--- config.mk ---
export PLATFORM = sky130hd
export DESIGN_NAME = motor_direction_fsm_with_duty_ramp
export DESIGN_NICKNAME = d
export VERILOG_FILES = /design/src/hdl/mdr_pkg.sv /design/src/hdl/mdr_ramp.sv /design/src/hdl/mdr_fsm.sv /design/src/hdl/motor_direction_fsm_with_duty_ramp.sv
export SDC_FILE = /design/constraint.sdc
export NUM_CORES = 1
export LEC_CHECK = 0
export BUFFER_PORTS_ARGS = -buffer_cell sky130_fd_sc_hd__buf_2
export CELL_PAD_IN_SITES_DETAIL_PLACEMENT = 0
export CELL_PAD_IN_SITES_GLOBAL_PLACEMENT = 1
export CORE_MARGIN = 8
export CORE_UTILIZATION = 34
export CTS_BUF_LIST = sky130_fd_sc_hd__clkbuf_8
export DETAILED_ROUTE_END_ITERATION = 6
export PLACE_DENSITY_LB_ADDON = 0.2
export SLEW_MARGIN = 20
export SYNTH_ARGS = -nofsm -noshare
export SYNTH_HDL_FRONTEND = slang
export SYNTH_HIERARCHICAL = 1
export SYNTH_SLANG_ARGS = --single-unit
--- constraint.sdc ---
create_clock -name clk_i -period 15.13 [get_ports clk_i]
set_input_delay 1.513 -clock clk_i [delete_from_list [all_inputs] [get_ports clk_i]]
set_output_delay 1.513 -clock clk_i [all_outputs]
set_load 0.01 [all_outputs]
--- src/hdl/mdr_pkg.sv ---
// ----------------------------------------------------------------------------
// mdr_pkg: shared types and constants for the motor direction controller
// Field widths, configuration register indexes and the command/result
// structs passed between the top level and the mode machine.
// ----------------------------------------------------------------------------
package mdr_pkg;

  localparam int unsigned DutyW  = 14;
  localparam int unsigned StepW  = 10;
  localparam int unsigned ModeW  = 2;
  localparam int unsigned LedW   = 11;

  // Full-scale duty in units of 1/10000; goals above it are clipped.
  localparam int unsigned DutyFullScale = 10000;

  // Reset values of the configuration registers.
  localparam logic [StepW-1:0] RampStepRst      = StepW'(50);
  localparam logic [DutyW-1:0] StopThresholdRst = DutyW'(10);

  typedef enum logic [0:0] {
    RegRampStep      = 1'b0,
    RegStopThreshold = 1'b1
  } cfg_reg_e;

  typedef struct packed {
    logic             clear;
    logic [DutyW-1:0] goal;
    logic             reverse;
    logic             enable;
  } cmd_t;

  typedef struct packed {
    logic [LedW-1:0]  led_period;
    logic [ModeW-1:0] mode;
    logic             bridge_reverse;
    logic [DutyW-1:0] duty;
  } res_t;

endpackage

--- src/hdl/mdr_ramp.sv ---
// ----------------------------------------------------------------------------
// mdr_ramp: slew-rate limiter for the bridge duty
// Moves the duty one step toward the setpoint, snapping when within a step.
// ----------------------------------------------------------------------------
module mdr_ramp (
  input  logic [mdr_pkg::DutyW-1:0] duty_now_i,
  input  logic [mdr_pkg::DutyW-1:0] setpoint_i,
  input  logic [mdr_pkg::StepW-1:0] step_i,
  output logic [mdr_pkg::DutyW-1:0] duty_next_o
);

  logic [mdr_pkg::DutyW-1:0] step_ext;
  logic [mdr_pkg::DutyW-1:0] err;

  assign step_ext = {{(mdr_pkg::DutyW - mdr_pkg::StepW){1'b0}}, step_i};

  always_comb begin
    if (setpoint_i > duty_now_i) begin
      err         = setpoint_i - duty_now_i;
      duty_next_o = (err > step_ext) ? duty_now_i + step_ext : setpoint_i;
    end else begin
      err         = duty_now_i - setpoint_i;
      duty_next_o = (err > step_ext) ? duty_now_i - step_ext : setpoint_i;
    end
  end

endmodule

--- src/hdl/mdr_fsm.sv ---
// ----------------------------------------------------------------------------
// mdr_fsm: stopped/stopping/forward/reverse mode machine
// Holds duty, setpoint, mode and direction; advances once per tick.
// ----------------------------------------------------------------------------
module mdr_fsm (
  input  logic                      clk_i,
  input  logic                      rst_ni,
  input  logic                      tick_i,
  input  mdr_pkg::cmd_t             cmd_i,
  input  logic [mdr_pkg::StepW-1:0] ramp_step_i,
  input  logic [mdr_pkg::DutyW-1:0] stop_threshold_i,
  output mdr_pkg::res_t             res_o
);

  typedef enum logic [mdr_pkg::ModeW-1:0] {
    ModeStopped  = 2'd0,
    ModeStopping = 2'd1,
    ModeForward  = 2'd2,
    ModeReverse  = 2'd3
  } mode_e;

  localparam logic [16:0] FullScaleW = 17'(mdr_pkg::DutyFullScale);
  localparam logic [mdr_pkg::DutyW-1:0] FullScaleN = mdr_pkg::DutyW'(mdr_pkg::DutyFullScale);
  localparam logic [mdr_pkg::LedW-1:0] LedStopped  = mdr_pkg::LedW'(2000);
  localparam logic [mdr_pkg::LedW-1:0] LedStopping = mdr_pkg::LedW'(1000);
  localparam logic [mdr_pkg::LedW-1:0] LedRunning  = mdr_pkg::LedW'(250);

  mode_e                     mode_q, mode_d;
  logic [mdr_pkg::DutyW-1:0] duty_q, duty_d;
  logic [mdr_pkg::DutyW-1:0] setpoint_q, setpoint_d;
  logic                      rev_q, rev_d;
  logic [mdr_pkg::DutyW-1:0] ramp_sp;
  logic [mdr_pkg::DutyW-1:0] goal_sat;
  logic                      enable;

  // Clear drops the stored setpoint before the ramp.
  assign ramp_sp  = cmd_i.clear ? '0 : setpoint_q;
  assign enable   = cmd_i.enable & ~cmd_i.clear;
  assign goal_sat = ({3'b000, cmd_i.goal} > FullScaleW) ? FullScaleN : cmd_i.goal;

  mdr_ramp u_ramp (
    .duty_now_i  (duty_q),
    .setpoint_i  (ramp_sp),
    .step_i      (ramp_step_i),
    .duty_next_o (duty_d)
  );

  always_comb begin
    mode_d     = mode_q;
    rev_d      = rev_q;
    setpoint_d = '0;
    unique case (mode_q)
      ModeStopped: begin
        if (enable) begin
          rev_d  = cmd_i.reverse;
          mode_d = cmd_i.reverse ? ModeReverse : ModeForward;
        end
      end
      ModeStopping: begin
        if (duty_d <= stop_threshold_i) begin
          mode_d = ModeStopped;
        end
      end
      ModeForward: begin
        setpoint_d = goal_sat;
        if (cmd_i.reverse || !enable) begin
          mode_d = ModeStopping;
        end
      end
      ModeReverse: begin
        setpoint_d = goal_sat;
        if (!cmd_i.reverse || !enable) begin
          mode_d = ModeStopping;
        end
      end
      default: begin
        mode_d = ModeStopping;
      end
    endcase
  end

  always_comb begin
    res_o.duty           = duty_d;
    res_o.bridge_reverse = rev_d;
    res_o.mode           = mode_d;
    unique case (mode_d)
      ModeStopped:  res_o.led_period = LedStopped;
      ModeStopping: res_o.led_period = LedStopping;
      default:      res_o.led_period = LedRunning;
    endcase
  end

  always_ff @(posedge clk_i or negedge rst_ni) begin
    if (!rst_ni) begin
      mode_q     <= ModeStopping;
      duty_q     <= '0;
      setpoint_q <= '0;
      rev_q      <= 1'b0;
    end else if (tick_i) begin
      mode_q     <= mode_d;
      duty_q     <= duty_d;
      setpoint_q <= setpoint_d;
      rev_q      <= rev_d;
    end
  end

endmodule

--- src/hdl/motor_direction_fsm_with_duty_ramp.sv ---
// ----------------------------------------------------------------------------
// motor_direction_fsm_with_duty_ramp: direction state machine with duty ramp
// Path: a command accepted into the input register advances into the result
//   register and is then valid on the master side (input register, then
//   result register); it waits while the result register is full and stalled.
// Throughput: one command per cycle while the result stream is not stalled.
// Reset (rst_ni low, asynchronous): both stages empty, mode stopping, duty
//   and setpoint zero, forward direction, ramp_step 50, stop_threshold 10.
// ----------------------------------------------------------------------------
module motor_direction_fsm_with_duty_ramp (
  input  logic        clk_i,
  input  logic        rst_ni,
  // Command stream
  input  logic        s_axis_tvalid,
  output logic        s_axis_tready,
  // [0] enable_cmd, [1] reverse_cmd, [15:2] duty_goal, [16] clear_cmd, rest zero
  input  logic [23:0] s_axis_tdata,
  // Result stream
  output logic        m_axis_tvalid,
  input  logic        m_axis_tready,
  // [13:0] duty_out, [14] bridge_reverse, [16:15] mode_out, [27:17] led_period,
  // [31:28] zero
  output logic [31:0] m_axis_tdata,
  // Configuration writes
  input  logic        cfg_valid_i,
  output logic        cfg_ready_o,
  input  logic [0:0]  cfg_addr_i,
  input  logic [13:0] cfg_data_i
);

  // Input register stage
  logic          in_valid_q;
  mdr_pkg::cmd_t in_cmd_q;
  // Result register stage
  logic          out_valid_q;
  mdr_pkg::res_t out_res_q;
  mdr_pkg::res_t res;
  // Configuration registers
  logic [mdr_pkg::StepW-1:0] ramp_step_q;
  logic [mdr_pkg::DutyW-1:0] stop_threshold_q;

  logic advance;
  logic accept;

  // Advance the held command into the result register whenever that register
  // is empty or its transaction completes this cycle.
  assign advance       = in_valid_q & (~out_valid_q | m_axis_tready);
  assign s_axis_tready = ~in_valid_q | advance;
  assign accept        = s_axis_tvalid & s_axis_tready;

  always_ff @(posedge clk_i or negedge rst_ni) begin
    if (!rst_ni) begin
      in_valid_q <= 1'b0;
    end else if (s_axis_tready) begin
      in_valid_q <= s_axis_tvalid;
    end
  end

  // Payload needs no reset; load only on an accepted transaction.
  always_ff @(posedge clk_i) begin
    if (accept) begin
      in_cmd_q.enable  <= s_axis_tdata[0];
      in_cmd_q.reverse <= s_axis_tdata[1];
      in_cmd_q.goal    <= s_axis_tdata[15:2];
      in_cmd_q.clear   <= s_axis_tdata[16];
    end
  end

  // Mode machine: ramp, then mode transition; state moves only on advance.
  mdr_fsm u_fsm (
    .clk_i            (clk_i),
    .rst_ni           (rst_ni),
    .tick_i           (advance),
    .cmd_i            (in_cmd_q),
    .ramp_step_i      (ramp_step_q),
    .stop_threshold_i (stop_threshold_q),
    .res_o            (res)
  );

  always_ff @(posedge clk_i or negedge rst_ni) begin
    if (!rst_ni) begin
      out_valid_q <= 1'b0;
    end else if (advance) begin
      out_valid_q <= 1'b1;
    end else if (m_axis_tready) begin
      out_valid_q <= 1'b0;
    end
  end

  always_ff @(posedge clk_i) begin
    if (advance) begin
      out_res_q <= res;
    end
  end

  assign m_axis_tvalid = out_valid_q;
  assign m_axis_tdata  = {4'b0000, out_res_q};

  // Accept configuration at any time; the source must write only while no
  // transaction is in flight, which the block itself does not enforce.
  assign cfg_ready_o = 1'b1;

  always_ff @(posedge clk_i or negedge rst_ni) begin
    if (!rst_ni) begin
      ramp_step_q      <= mdr_pkg::RampStepRst;
      stop_threshold_q <= mdr_pkg::StopThresholdRst;
    end else if (cfg_valid_i) begin
      unique case (mdr_pkg::cfg_reg_e'(cfg_addr_i))
        mdr_pkg::RegRampStep:      ramp_step_q      <= cfg_data_i[mdr_pkg::StepW-1:0];
        mdr_pkg::RegStopThreshold: stop_threshold_q <= cfg_data_i;
        default:                   ramp_step_q      <= ramp_step_q;
      endcase
    end
  end

  // A held command that cannot advance must still be held next cycle.
  assert property (@(posedge clk_i) disable iff (!rst_ni)
    (in_valid_q && !advance) |=> in_valid_q)
    else $error("held command lost");

  // Each advance produces a pending result.
  assert property (@(posedge clk_i) disable iff (!rst_ni)
    advance |=> out_valid_q)
    else $error("advanced command produced no result");

  // The LED prescaler matches the reported mode.
  assert property (@(posedge clk_i) disable iff (!rst_ni)
    out_valid_q |->
      (out_res_q.mode == 2'd0 && out_res_q.led_period == 11'd2000) ||
      (out_res_q.mode == 2'd1 && out_res_q.led_period == 11'd1000) ||
      (out_res_q.mode[1] && out_res_q.led_period == 11'd250))
    else $error("led period inconsistent with mode");

endmodule
==> summary.txt <==
Timing
  – RSZ-0062 raised after global routing: no
  – Minimum clock period: 6.87 ns
  – TNS Setup: 0 ns
  – Final setup fails: 0
  – Slew Limit Headroom: 0.267
  – Final Hold Viols: 0
  – Fmax: 146 MHz
  – Clk_skew: between 0.015 and 0.02 ns
  – Final Max Slew Viols: 0
  – Hold slack: 0.508 ns
  – Period utilization: 0.454
  – Slew @ Worst Pin: 1.09 ns

Clocking
  – Post-CTS Hold Buffers: 0
  – CTS buffer count: 9
  – # clock sinks: roughly 100
  – H-Tree Depth: 3
  – Worst-Skew Late Latency: ~0.4 ns
  – CTS tree: done
  – CTS clk-pin slew, worst paths: between 0.1 and 0.15 ns
  – Post-cts resize count: 0
  – Bufs on Longest Clock Path: 2
  – Setup repair bufs after CTS: 0
  – Root Buffer: clkbuf_8

Job
  – Max_cap viols: 0

Hold path
  – Hold Crit Class: reg -> reg
  – Hold Crit Depth: 1

Finish
  – Commonest non-fill, non-tap cell in the layout: ha_1
  – Fraction of layout cells with a size suffix above 1: 0.187
  – Final-stage net count: between 900 and 1k
  – Syn-to-layout area delta: 9.34%
  – Fillcell total: ~2.2k
  – Commonest non-fill, non-tap cells in the layout: ha_1, inv_1, buf_2, dfrtp_1, edfxtp_1
  – # diodes: 0

Yosys
  – Mean Syn Cell Area: ~10 sq um
  – Synth top area cells: edfxtp_1, dfrtp_1, ha_1
  – Ys flop type: dfrtp_1
  – Mux share of post-synthesis cell area: 0.0771
  – Yosys reg bits: approximately 100
  – Top-area cell type share of the netlist area: 0.179
  – Asr flop ratio synth: 0.559
  – Post-synthesis simple-gate area fraction: 0.147
  – Xor/xnor cell area share of the yosys netlist: 0.0267
  – Synth Warn #: 6
  – Mapped Cells: 755
  – Sequential share of the synthesized area: 0.369
  – Synth Area in Adders: 0.143
  – Synth unique cells: 79
  – Main combinational cell family by area after synthesis: compound AO/OA/AOI/OAI gates
  – Synth Area in Compound Gates: 0.167
  – Post-synth top area cell: edfxtp_1
  – Netlist Area Pre-Place: approximately 0.0075 sq mm
  – EDFF count, synth: 45

Routing
  – Final antenna-violating net count: 0
  – DRT iter0 DRCs: approximately 300
  – DRC: 0
  – Via count: 5,778
  – Routed vias/inst: between 5 and 6
  – First-pass DRT Iterations: 5
  – Final WL: 20.0 mm
  – Wire per inst: ~18 microns

Die
  – Die area: 0.0272 sq mm
  – Core ar.: 0.0218 sq mm
  – Die height: approximately 160 microns
  – # IOs: a little under 80
  – Chip Width: 165 microns
  – Initial Utilization: 0.346
  – Std cell rows: 54

Global routing
  – Largest net degree at the start of global routing: between 60 and 70
  – Initial antenna violation count: 0
  – Grt ovf: 0
  – First-pass GRT wire length: roughly 32 mm
  – Vias in the first global route: approximately 5.9k
  – All-layer global routing usage: 0.149

Place
  – I/O Buffers: 66
  – Post-DP HPWL: ~16 mm
  – Placer Congestion: roughly 0.87

Critical path
  – Worst Path Required: 15.28 ns
  – Crit path DAT: roughly 7 ns
  – Critical path endpoint category: flop
  – Length in cells of the worst reg-to-reg path: 22
  – Crit path kind: reg -> reg
  – Critical path fanouts, max: 16
  – Worst reg2reg setup slack: just over 8 ns
  – CP Launch Type: flop

Power
  – LEAKAGE: about 3.6 nW
  – VDD IR max: between 0.07 and 0.08 mV
  – Pwr dens: around 210 mW/mm^2

Run status
  – Run status: finished, final reports clean
[through the flow]
stage | area, sq um | setup WS [ns] | instances | total power, W | util
floorplan | 7560 | 9.20 | 760 | 0.00125 | -
global placement | 8050 | 8.19 | 1070 | 0.00152 | 0.369
detailed placement | 8050 | 8.19 | 1070 | 0.00154 | 0.369
CTS | 8250 | 8.16 | 1086 | 0.00173 | 0.378
global route | 8250 | 7.83 | 1086 | 0.00187 | 0.378
finish | 8250 | 8.26 | 1086 | 0.00172 | 0.378
[cells by family (layout without fill, tap and decap cells)]
group                    after synthesis  count (layout)
AO/OA/AOI/OAI                        178             178
multiplexers                          45              45
flip-flops                           102             102
adder cells (fa/ha/maj)               84              84
XOR/XNOR                              23              23
other                                  4               9
AND/OR/NAND/NOR                      206             206
buffers and inverters                113             159
[worst paths after layout]
kind,start,endpoint
max,in_cmd_q[16]$_DFFE_PP_,m_axis_tdata[22]$_DFFE_PP_
min,u_fsm/setpoint_q[12]$_DFFE_PN0P_,u_fsm/setpoint_q[12]$_DFFE_PN0P_
max reg2reg,in_cmd_q[16]$_DFFE_PP_,m_axis_tdata[22]$_DFFE_PP_
min reg2reg,u_fsm/setpoint_q[12]$_DFFE_PN0P_,u_fsm/setpoint_q[12]$_DFFE_PN0P_
max in group asynchronous,rst_ni,ramp_step_q[6]$_DFFE_PN0P_
min in group asynchronous,rst_ni,u_fsm/rev_q$_DFFE_PN0P_
[report_power, final]
group          switching, W  internal (W)  total [W]  leakage [nW]
clock network      0.000105     0.0000689   0.000174        0.0997
logic              0.000647      0.000456    0.00110          2.39
registers         0.0000595      0.000383   0.000443          1.12
total              0.000812      0.000909    0.00172          3.61
[synth_stat cells (18+ instances only)]
| cell | instances |
|---|---|
| ha_1 | 80 |
| inv_1 | 70 |
| dfrtp_1 | 51 |
| edfxtp_1 | 45 |
| nor2_1 | 43 |
| a21oi_1 | 42 |
| nand2_1 | 35 |
| nor2b_1 | 26 |
| o21ai_0 | 25 |
| mux2_4 | 21 |
| mux2_2 | 19 |
| nand4_1 | 18 |
[worst max-delay path: stages (launching register included)]
cell and delay, ns:
edfxtp_1 0.63, nor2b_1 0.50, ha_1 0.38, nor2b_1 0.16, o31a_1 0.31, o211ai_2 0.31, nand2b_1 0.13, a21oi_1 0.19
xnor2_1 0.14, ha_1 0.27, a2111oi_0 0.40, a31o_2 0.24, o2111ai_1 0.13, or4_4 0.57, mux2i_1 0.40, mux2i_1 0.53
inv_1 0.10, ha_1 0.29, nand2_1 0.06, o41a_1 0.40, o21ai_2 0.16, a21oi_2 0.07, or2_1 0.24
[routing by layer]
layer	global-route usage	vias to the layer above	part of all wire
met5	0	-	0
met4	0.0500	0	0.020
met3	0.0227	18	0.034
met2	0.246	120	0.47
met1	0.196	2827	0.47
li1	-	2813	-
[layout make-up]
class	count	area, sq um	share of cell area
Clock inverter	6	63.8	0.00774
Sequential cell	102	2790	0.338
Timing Repair Buffer	72	375	0.0455
Inverter	71	267	0.0323
Multi-Input combinational cell	545	4270	0.518
Clock buffer	10	138	0.0167
Tap cell	280	350	0.0425
[state kept, by name, indices dropped and copies added (netlist names)]
name / flops
m_axis_tdata: 28
in_cmd_q: 17
stop_threshold_q: 14
u_fsm/duty_q: 14
u_fsm/setpoint_q: 14
ramp_step_q: 10
u_fsm/mode_q: 2
in_valid_q: 1
m_axis_tvalid: 1
u_fsm/rev_q: 1
No activity file was read; power rests on OpenSTA's default activity.
